==> config.mk <==
export PLATFORM = sky130hd
export DESIGN_NAME = signed_int_to_radix_digits_unit
export DESIGN_NICKNAME = d
export VERILOG_FILES = /design/src/hdl/sird_pkg.sv /design/src/hdl/sird_div.sv /design/src/hdl/sird_stack.sv /design/src/hdl/signed_int_to_radix_digits_unit.sv
export SDC_FILE = /design/constraint.sdc
export NUM_CORES = 1
export LEC_CHECK = 0
export BUFFER_PORTS_ARGS = -buffer_cell sky130_fd_sc_hd__buf_2
export CAP_MARGIN = 20
export CORE_MARGIN = 5
export CORE_UTILIZATION = 30
export DETAILED_ROUTE_END_ITERATION = 7
export GPL_TIMING_DRIVEN = 0
export RECOVER_POWER = 50
export SYNTH_ARGS = -nofsm -noshare
export SYNTH_HDL_FRONTEND = slang
export SYNTH_SLANG_ARGS = --single-unit
==> constraint.sdc <==
create_clock -name i_clk -period 5 [get_ports i_clk]
set_input_delay 0.75 -clock i_clk [delete_from_list [all_inputs] [get_ports i_clk]]
set_output_delay 0.75 -clock i_clk [all_outputs]
set_load 0.02 [all_outputs]
==> src/hdl/sird_pkg.sv <==
`default_nettype none
package sird_pkg;

    localparam int VALUE_BITS = 32;
    localparam int MAX_RADIX  = 16;
    localparam int TDATA_W    = ((VALUE_BITS + 7) / 8) * 8;
    localparam int DIGIT_W    = $clog2(MAX_RADIX);
    localparam int REM_W      = DIGIT_W + 1;
    localparam int RADIX_W    = 5;
    localparam int CNT_W      = $clog2(VALUE_BITS);
    localparam int PTR_W      = $clog2(VALUE_BITS + 1);
    localparam int CHAR_W     = 8;
    localparam int PADDR_W    = 5;
    localparam int PDATA_W    = 64;

    localparam logic [CHAR_W-1:0]  MINUS_CHAR    = 8'h2D;
    localparam logic [RADIX_W-1:0] RADIX_RESET   = 5'd10;
    localparam logic [RADIX_W-1:0] RADIX_MIN     = 5'd2;
    localparam logic [RADIX_W-1:0] RADIX_MAX     = RADIX_W'(MAX_RADIX);
    localparam logic [63:0]        ALPHA_LO_RESET = 64'd4050765991979987505;
    localparam logic [63:0]        ALPHA_HI_RESET = 64'd28821;

    typedef enum logic [1:0] {
        REG_RADIX    = 2'd0,
        REG_ALPHA_LO = 2'd1,
        REG_ALPHA_HI = 2'd2,
        REG_NONE     = 2'd3
    } t_reg_idx;

    typedef enum logic [1:0] {
        ST_IDLE,
        ST_DIV,
        ST_SIGN,
        ST_EMIT
    } t_state;

    typedef struct packed {
        logic               done;
        logic               zero;
        logic [DIGIT_W-1:0] rem;
    } t_div_stat;

    typedef struct packed {
        logic               last;
        logic [DIGIT_W-1:0] digit;
    } t_stk_stat;

endpackage
`default_nettype wire

==> src/hdl/sird_div.sv <==
`default_nettype none
module sird_div import sird_pkg::*; (
    input  wire logic                  i_clk,
    input  wire logic                  i_rst_n,
    input  wire logic                  i_start,
    input  wire logic [VALUE_BITS-1:0] i_value,
    input  wire logic [RADIX_W-1:0]    i_radix,
    output t_div_stat                  o_stat,
    output logic [VALUE_BITS-1:0]      o_quot
);

    logic                  r_busy, n_busy;
    logic                  r_done, n_done;
    logic [CNT_W-1:0]      r_cnt, n_cnt;
    logic [VALUE_BITS-1:0] r_quot, n_quot;
    logic [DIGIT_W-1:0]    r_rem, n_rem;
    logic [REM_W-1:0]      w_trial;
    logic [REM_W-1:0]      w_radix;
    logic                  w_ge;

    // restoring division, one quotient bit per cycle
    assign w_trial = {r_rem, r_quot[VALUE_BITS-1]};
    assign w_radix = REM_W'(i_radix);
    assign w_ge    = (w_trial >= w_radix);

    always_comb begin
        n_busy = r_busy;
        n_done = 1'b0;
        n_cnt  = r_cnt;
        n_quot = r_quot;
        n_rem  = r_rem;
        if (i_start) begin
            n_busy = 1'b1;
            n_cnt  = '0;
            n_quot = i_value;
            n_rem  = '0;
        end else if (r_busy) begin
            n_quot = {r_quot[VALUE_BITS-2:0], w_ge};
            n_rem  = w_ge ? DIGIT_W'(w_trial - w_radix) : DIGIT_W'(w_trial);
            n_cnt  = r_cnt + 1'b1;
            if (r_cnt == CNT_W'(VALUE_BITS - 1)) begin
                n_busy = 1'b0;
                n_done = 1'b1;
            end
        end
    end

    always_ff @(posedge i_clk) begin
        if (!i_rst_n) begin
            r_busy <= 1'b0;
            r_done <= 1'b0;
        end else begin
            r_busy <= n_busy;
            r_done <= n_done;
        end
        r_cnt  <= n_cnt;
        r_quot <= n_quot;
        r_rem  <= n_rem;
    end

    assign o_stat.done = r_done;
    assign o_stat.zero = (r_quot == '0);
    assign o_stat.rem  = r_rem;
    assign o_quot      = r_quot;

endmodule
`default_nettype wire

==> src/hdl/sird_stack.sv <==
`default_nettype none
module sird_stack import sird_pkg::*; (
    input  wire logic               i_clk,
    input  wire logic               i_rst_n,
    input  wire logic               i_push,
    input  wire logic [DIGIT_W-1:0] i_digit,
    input  wire logic               i_pop,
    output t_stk_stat               o_stat
);

    // shift-register stack, top of stack at index 0
    logic [DIGIT_W-1:0] r_stk [VALUE_BITS];
    logic [PTR_W-1:0]   r_cnt, n_cnt;

    always_comb begin
        n_cnt = r_cnt;
        if (i_push) begin
            n_cnt = r_cnt + 1'b1;
        end else if (i_pop) begin
            n_cnt = r_cnt - 1'b1;
        end
    end

    always_ff @(posedge i_clk) begin
        if (!i_rst_n) begin
            r_cnt <= '0;
        end else begin
            r_cnt <= n_cnt;
        end
        if (i_push) begin
            r_stk[0] <= i_digit;
            for (int i = 1; i < VALUE_BITS; i++) begin
                r_stk[i] <= r_stk[i-1];
            end
        end else if (i_pop) begin
            for (int i = 0; i < VALUE_BITS - 1; i++) begin
                r_stk[i] <= r_stk[i+1];
            end
        end
    end

    assign o_stat.digit = r_stk[0];
    assign o_stat.last  = (r_cnt == PTR_W'(1));

endmodule
`default_nettype wire

==> src/hdl/signed_int_to_radix_digits_unit.sv <==
// Flow: accept the value, then one bit-serial divider run per digit, then one character at a time
// (sign, then digits, most significant first), each sent as the output takes it; one item at a time.
// The shift-and-subtract divider, one quotient bit per cycle, sets the digit time.
// Reset is synchronous, active low: control clears, registers return to radix 10 and default
// alphabet.
`default_nettype none
module signed_int_to_radix_digits_unit import sird_pkg::*; (
    input  wire logic               i_clk,
    input  wire logic               i_rst_n,
    input  wire logic               i_s_tvalid,
    output logic                    o_s_tready,
    input  wire logic [TDATA_W-1:0] i_s_tdata,   // [VALUE_BITS-1:0] value
    output logic                    o_m_tvalid,
    input  wire logic               i_m_tready,
    output logic [CHAR_W-1:0]       o_m_tdata,   // [7:0] character
    output logic                    o_m_tlast,   // last
    input  wire logic               psel,
    input  wire logic               penable,
    input  wire logic               pwrite,
    input  wire logic [PADDR_W-1:0] paddr,
    input  wire logic [PDATA_W-1:0] pwdata,
    output logic [PDATA_W-1:0]      prdata,
    output logic                    pready
);

    t_state                r_state, n_state;
    logic [RADIX_W-1:0]    r_radix;
    logic [63:0]           r_alpha_lo;
    logic [63:0]           r_alpha_hi;
    logic                  r_neg;
    logic                  r_ov;
    logic [CHAR_W-1:0]     r_char;
    logic                  r_last;

    t_reg_idx              w_idx;
    logic                  w_wr;
    logic [RADIX_W-1:0]    w_radix_in;
    logic                  w_in_acc;
    logic [VALUE_BITS-1:0] w_val;
    logic [VALUE_BITS-1:0] w_mag;
    logic                  w_slot_free;
    logic                  w_div_start;
    logic [VALUE_BITS-1:0] w_div_value;
    logic                  w_push;
    logic                  w_pop;
    logic                  w_load_sign;
    logic [VALUE_BITS-1:0] w_quot;
    logic [127:0]          w_alpha;
    logic [CHAR_W-1:0]     w_digit_char;
    t_div_stat             w_div;
    t_stk_stat             w_stk;

    // configuration
    assign w_idx      = t_reg_idx'(paddr[4:3]);
    assign w_wr       = psel && penable && pwrite && pready;
    assign pready     = 1'b1;
    assign w_radix_in = pwdata[RADIX_W-1:0];

    always_ff @(posedge i_clk) begin
        if (!i_rst_n) begin
            r_radix    <= RADIX_RESET;
            r_alpha_lo <= ALPHA_LO_RESET;
            r_alpha_hi <= ALPHA_HI_RESET;
        end else if (w_wr) begin
            case (w_idx)
                REG_RADIX: begin
                    if (w_radix_in < RADIX_MIN) begin
                        r_radix <= RADIX_MIN;
                    end else if (w_radix_in > RADIX_MAX) begin
                        r_radix <= RADIX_MAX;
                    end else begin
                        r_radix <= w_radix_in;
                    end
                end
                REG_ALPHA_LO: r_alpha_lo <= pwdata;
                REG_ALPHA_HI: r_alpha_hi <= pwdata;
                default: ;
            endcase
        end
    end

    always_comb begin
        case (w_idx)
            REG_RADIX:    prdata = PDATA_W'(r_radix);
            REG_ALPHA_LO: prdata = r_alpha_lo;
            REG_ALPHA_HI: prdata = r_alpha_hi;
            default:      prdata = '0;
        endcase
    end

    // input side
    assign o_s_tready = (r_state == ST_IDLE);
    assign w_in_acc   = i_s_tvalid && o_s_tready;
    assign w_val      = i_s_tdata[VALUE_BITS-1:0];
    assign w_mag      = w_val[VALUE_BITS-1] ? (~w_val + 1'b1) : w_val;

    assign w_slot_free = !r_ov || i_m_tready;

    always_comb begin
        n_state = r_state;
        case (r_state)
            ST_IDLE: begin
                if (w_in_acc) begin
                    n_state = ST_DIV;
                end
            end
            ST_DIV: begin
                if (w_div.done && w_div.zero) begin
                    n_state = r_neg ? ST_SIGN : ST_EMIT;
                end
            end
            ST_SIGN: begin
                if (w_slot_free) begin
                    n_state = ST_EMIT;
                end
            end
            ST_EMIT: begin
                if (w_slot_free && w_stk.last) begin
                    n_state = ST_IDLE;
                end
            end
            default: n_state = ST_IDLE;
        endcase
    end

    always_comb begin
        w_div_start = 1'b0;
        w_div_value = w_quot;
        w_push      = 1'b0;
        w_pop       = 1'b0;
        w_load_sign = 1'b0;
        case (r_state)
            ST_IDLE: begin
                w_div_start = w_in_acc;
                w_div_value = w_mag;
            end
            ST_DIV: begin
                w_push      = w_div.done;
                w_div_start = w_div.done && !w_div.zero;
            end
            ST_SIGN: w_load_sign = w_slot_free;
            ST_EMIT: w_pop       = w_slot_free;
            default: ;
        endcase
    end

    always_ff @(posedge i_clk) begin
        if (!i_rst_n) begin
            r_state <= ST_IDLE;
        end else begin
            r_state <= n_state;
        end
        if (w_in_acc) begin
            r_neg <= w_val[VALUE_BITS-1];
        end
    end

    sird_div u_div (
        .i_clk   (i_clk),
        .i_rst_n (i_rst_n),
        .i_start (w_div_start),
        .i_value (w_div_value),
        .i_radix (r_radix),
        .o_stat  (w_div),
        .o_quot  (w_quot)
    );

    sird_stack u_stack (
        .i_clk   (i_clk),
        .i_rst_n (i_rst_n),
        .i_push  (w_push),
        .i_digit (w_div.rem),
        .i_pop   (w_pop),
        .o_stat  (w_stk)
    );

    // output register
    assign w_alpha      = {r_alpha_hi, r_alpha_lo};
    assign w_digit_char = w_alpha[{w_stk.digit, 3'b000} +: CHAR_W];

    always_ff @(posedge i_clk) begin
        if (!i_rst_n) begin
            r_ov <= 1'b0;
        end else if (w_load_sign || w_pop) begin
            r_ov <= 1'b1;
        end else if (i_m_tready) begin
            r_ov <= 1'b0;
        end
        if (w_load_sign) begin
            r_char <= MINUS_CHAR;
            r_last <= 1'b0;
        end else if (w_pop) begin
            r_char <= w_digit_char;
            r_last <= w_stk.last;
        end
    end

    assign o_m_tvalid = r_ov;
    assign o_m_tdata  = r_char;
    assign o_m_tlast  = r_last;

endmodule
`default_nettype wire

==> flow_summary.ini, run 1 <==
[floorplanning]
start_util_pct = 30.3
io_pins = 184
coreArea_mm2 = 0.0512
die_y_um = 237
die-area_mm2 = 0.0563
rows = 83
die_x_um = 237

[clock_network]
clockBufferDepth = 3
worst_skew_pair.late_latency_ns = 0.54
hold_buffers = 0
numCtsBuffers = 37
clock-sinks = 323
path_clk_slew_ns = 0.06
cts_resized = 0
cts_setup_buffers = 0
cts_max_level = 2
cts_tree = done
clockRootBuffer = clkbuf_16

[drt]
drt-wirelength-per-cell_um = 20.4
drt_iter0_markers = 911
vias = 12200
final_antenna_net_count = 0
routed_wl_um = 48500
drc_errors = 0
drt_pass1_iterations = 5
vias_per_cell = 5.12

[outcome]
violations = max-capacitance violations, max-slew violations
status = finished with violations

[setup_path]
worst-setup-path-type = in2out
cp.required_ns = 4.25
r2r_end = u_stack.r_stk[7][2]
ff2ff_path_depth = 6
arrival_ns = 3.22
critPathMaxFanout = 10
regToRegSetupSlack_ns = 1.38
cp-start-kind = input pin
crit_path_end_kind = primary output
r2r_start = r_state[1]

[synthesis]
synth_cell_types = 61
avgSynthCellArea_um2 = 10.7
ys_seq_elements = 323
synth_edf_count = 161
yosysWarnings = 0
synthCells = 1454
netlist_area_mm2 = 0.0155
synth_top_flop_cell = dfxtp_1
synth_fp_nets = 1578
async_reset_ff_share_pct = 0
synth-seq-area-share_pct = 52.1

[timing]
fin_skew_ns = 0.0262
post-route-min-period_ns = 3.97
hold_violations = 0
setup_tns_ns = 0
fmax_ghz = 0.252
grt_setup_unrepaired = no
setup_viol = 0
max_slew_margin_pct = -46.3
slew_viol_final = 51
finalCritPeriodShare_pct = 79.3
worst_pin_slew_ns = 2.19
fin_ws_ns = 1.03

[worst_hold_path]
hold-path-cell-count = 3
hp-start = pwdata[61]
hold_end = r_alpha_lo[61]
min_path_type = in2reg

[pwr]
leakage_nw = 6.70
power_density_mw_per_mm2 = 402
sequentialPowerShare_pct = 45.7
p_total_w = 0.00739
p_int_w = 0.00531
vdd_ir_drop_max_uv = 244
p_sw_share_pct = 28.1
p_sw_w = 0.00208
combPwrFrac_pct = 18.4
p_clk_share_pct = 35.9

[layout]
nets = 1795
syn_to_final_growth_pct = 18.7
layout_common_cells = nand2_1, buf_2, dfxtp_1, edfxtp_1, mux2_2
drive_gt1_share_pct = 22.7
final_common_cell = nand2_1

[place]
port_buffers = 177
place_hpwl_um = 35300
dpl_worst_slack_ns = 1.14
gp_congestion = 0.929

[grt]
grt_first_pass_wirelength_um = 74400
antenna_found_initial = 5
grt_pass1_vias = 12300
grt-ovfl-total = 0
grtUsageTotal_pct = 16.7
grt_max_degree = 76

[flow_run]
drv_cap = 1
[layer usage]
metal	vias up	GRT usage [%]	share of wire [%]
met3	109	3.70	7.8
li1	5616	-	-
met5	-	0	0.056
met4	4	5.82	3.5
met2	517	27.0	46
met1	5959	22.2	43
[final cells by class]
cell class / instances / area, µm²
clock inverters: 21 / 166
inverters: 19 / 71.3
plain buffers: 100 / 387
flip-flops and latches: 323 / 8080
repair buffers: 178 / 897
well taps: 680 / 851
fillers: 5142 / 32800
clock buffers: 45 / 1010
multi-input cells: 1012 / 6930
diodes: 4 / 10.0
[worst max-delay path, cell delays in order]
cell,delay (ns)
clkbuf_1,0.43
nor2b_1,0.20
clkbuf_1,0.24
clkbuf_1,0.58
buf_1,0.54
a22o_1,0.28
buf_2,0.19
[synth_stat cells (10+ instances only)]
| cell | instances | area, µm² |
|---|---|---|
| nor4_1 | 13 | 81.3 |
| nand3_1 | 44 | 220 |
| xnor2_1 | 34 | 298 |
| dfxtp_1 | 162 | 3240 |
| mux2_2 | 104 | 1170 |
| a22o_1 | 63 | 552 |
| nand2_1 | 449 | 1690 |
| edfxtp_1 | 161 | 4830 |
| inv_1 | 19 | 71.3 |
| nand4_1 | 10 | 62.6 |
| nor2_1 | 16 | 60.1 |
| ha_1 | 15 | 188 |
| a21boi_0 | 95 | 713 |
| clkbuf_1 | 86 | 323 |
| mux4_2 | 40 | 901 |
| o21ai_0 | 20 | 100 |
[state kept, by name (all words and copies together), names as in the netlist]
name / flops
u_stack.r_cnt: 6
r_alpha_hi: 64
u_div.o_quot: 32
o_m_tdata: 8
r_alpha_lo: 64
u_div.r_cnt: 5
o_m_tvalid: 1
o_m_tlast: 1
r_state: 2
u_div.r_busy: 1
u_stack.r_stk: 128
u_div.r_done: 1
u_div.r_rem: 4
r_radix: 5
r_neg: 1
[how the worst max path moves through the flow]
stage | start | end | slack, ns | cells after the start
global placement | i_m_tready | u_stack.r_stk[1][2] | -0.78 | 5
finish | paddr[3] | prdata[29] | 1.03 | 7
global route | paddr[3] | prdata[29] | 0.97 | 7
detailed placement | paddr[3] | prdata[57] | 1.14 | 7
CTS | paddr[3] | prdata[57] | 1.13 | 7
floorplan | i_m_tready | u_stack.r_stk[0][0] | 0.62 | 4
[power groups by stage]
stage | clock, W | sequential [W] | combinational [W]
floorplan | 0 | 0.00340 | 0.000934
global placement | 0 | 0.00344 | 0.00133
detailed placement | 0 | 0.00343 | 0.00138
CTS | 0.00270 | 0.00338 | 0.00139
global route | 0.00281 | 0.00341 | 0.00148
finish | 0.00265 | 0.00338 | 0.00136
[kinds of logic (layout without fill, tap and decap cells)]
group | Yosys count | count (layout) | synth area share [%]
DFF | 323 | 323 | 52.1
buffers and inverters | 119 | 363 | 3.02
other | 1 | 5 | 0.0242
xor gates and xnor gates | 38 | 38 | 2.15
AOI/OAI and AO/OA | 225 | 225 | 11.2
and+or+nand+nor | 579 | 579 | 16.1
adders and majority gates | 16 | 16 | 1.34
muxes | 153 | 153 | 14.0
[stage by stage]
step	hold slack (ns)	cell area (µm²)	util [%]	std cells
2_1_floorplan	0.426	15500	-	1454
3_3_place_gp	0.435	17200	33.6	2311
3_5_place_dp	0.437	17300	33.7	2312
4_1_cts	0.429	18400	36.0	2378
5_1_grt	0.456	18400	35.9	2379
6_report	0.441	18400	35.9	2382
(Power assumes the default switching activity.)
==> run 2: changes to the inputs <==
- clock period: 5 -> 3.7 ns (I/O delays scaled with it)
==> flow_summary.ini, run 2 (same netlist as run 1, synthesis figures left out) <==
[pwr]
vdd_ir_drop_max_uv = 280
p_sw_share_pct = 27.7
sequentialPowerShare_pct = 45.0
power_density_mw_per_mm2 = 550
leakage_nw = 6.71
p_clk_share_pct = 37.1
p_sw_w = 0.00280
combPwrFrac_pct = 18.0
p_int_w = 0.00733

[timing]
post-route-min-period_ns = 3.47
finalCritPeriodShare_pct = 93.8
grt_setup_unrepaired = no
fin_skew_ns = 0.0263
setup_viol = 0
fmax_ghz = 0.288
hold_violations = 0
max_slew_margin_pct = -8.56
worst_pin_slew_ns = 1.63
slew_viol_final = 126
setup_tns_ns = 0

[layout]
layout_common_cells = nand2_1, buf_2, dfxtp_1, edfxtp_1, clkbuf_1
fin_util_pct = 36.0
drive_gt1_share_pct = 22.7
final_cells = 2378
nets = 1793
top_register = u_stack.r_stk
syn_to_final_growth_pct = 18.9
final_area_mm2 = 0.0184
reg.largest.list = u_stack.r_stk (128), r_alpha_hi (64), r_alpha_lo (64)
largest_reg_flops = 128
final_common_cell = nand2_1

[drt]
drt_iter0_markers = 1031
drt_pass1_iterations = 5
vias = 12200
drt-wirelength-per-cell_um = 20.2
drc_errors = 0
vias_per_cell = 5.13
final_antenna_net_count = 0
routed_wl_um = 48000

[setup_path]
arrival_ns = 2.92
ff2ff_path_depth = 7
regToRegSetupSlack_ns = 0.80
r2r_start = r_state[1]
cpMostUsedCell = clkbuf_1
crit_buf_inv = 5
crit_path_end_kind = primary output
cp-start-kind = input pin
cp.required_ns = 3.14
critPathMaxFanout = 10
slowest_stage = buf_1
critPathTopFamily = buffers and inverters
cpPeakStageDelay_ns = 0.53
r2r_end = u_stack.r_cnt[0]
cp_cell_sequence = clkbuf_1 -> nor2b_1 -> clkbuf_1 -> clkbuf_2 -> buf_1 -> a22o_1 -> buf_2
worst-setup-path-type = in2out

[clock_network]
cts_tree = done
cts_setup_buffers = 0
numCtsBuffers = 36
cts_max_level = 2
path_clk_slew_ns = 0.06
hold_buffers = 0
cts_resized = 0
clock-sinks = 323
clockBufferDepth = 3
clockRootBuffer = clkbuf_16
worst_skew_pair.late_latency_ns = 0.55

[floorplanning]
start_util_pct = 30.3
io_pins = 184
die_y_um = 237
rows = 83
die-area_mm2 = 0.0563
coreArea_mm2 = 0.0512
die_x_um = 237

[outcome]
violations = max-capacitance violations, max-slew violations
status = finished with violations

[worst_hold_path]
hp-start = pwdata[53]
min_path_type = in2reg
hold-path-cell-count = 3
hold_end = r_alpha_lo[53]

[place]
place_hpwl_um = 35000
gp_congestion = 0.928
dpl.cell_count = 2311
post_dp_cell_area_mm2 = 0.0172
port_buffers = 177

[grt]
grt_first_pass_wirelength_um = 74000
antenna_found_initial = 4
grt_pass1_vias = 12300
grt_max_degree = 126
grt-ovfl-total = 0
grtUsageTotal_pct = 16.6

[flow_run]
drv_cap = 1
-- run 2: area by class of cell --
type	instances	area [µm²]
diodes	1	2.50
clock inverters	20	235
repair buffers	177	871
inverters	19	71.3
clock buffers	46	983
flip-flops and latches	323	8080
fillers	5101	32800
well taps	680	851
plain buffers	100	388
multi-input cells	1012	6940
-- run 2: worst max path at each step --
| stage | start | endpoint | slack (ns) | cells after the start |
|---|---|---|---|---|
| after floorplan | i_m_tready | u_stack.r_stk[0][0] | 0.68 | 4 |
| after global placement | i_m_tready | u_stack.r_stk[0][0] | -0.14 | 5 |
| after detailed placement | paddr[3] | prdata[41] | 0.08 | 7 |
| after CTS | paddr[3] | prdata[41] | 0.07 | 7 |
| after global routing | paddr[3] | prdata[41] | 0.15 | 7 |
| final | paddr[3] | prdata[41] | 0.23 | 7 |
-- run 2: power groups by stage --
stage	Clock [W]	Sequential, W	Combinational (W)
detailed placement	0	0.00463	0.00185
floorplan	0	0.00459	0.00126
CTS	0.00382	0.00456	0.00186
finish	0.00376	0.00456	0.00182
global placement	0	0.00463	0.00180
global route	0.00398	0.00461	0.00198
-- run 2: layer usage --
metal / routed length (µm) / GRT usage [%]
met1: 21000 / 22.1
met2: 21300 / 26.2
met3: 3810 / 3.93
met4: 1900 / 6.45
met5: 28 / 0
-- run 2: tightest hold or removal path: stages --
cell and delay [ns]:
buf_2 0.09, nand2_1 0.04, nand3_1 0.06
-- run 2: metrics by stage --
| stage | power [W] | worst slack [ns] | hold slack, ns |
|---|---|---|---|
| 6_report | 0.0101 | 0.229 | 0.238 |
| 3_5_place_dp | 0.00647 | 0.0772 | 0.442 |
| 3_3_place_gp | 0.00643 | -0.142 | 0.435 |
| 4_1_cts | 0.0102 | 0.0717 | 0.223 |
| 5_1_grt | 0.0106 | 0.149 | 0.242 |
| 2_1_floorplan | 0.00585 | 0.684 | 0.426 |
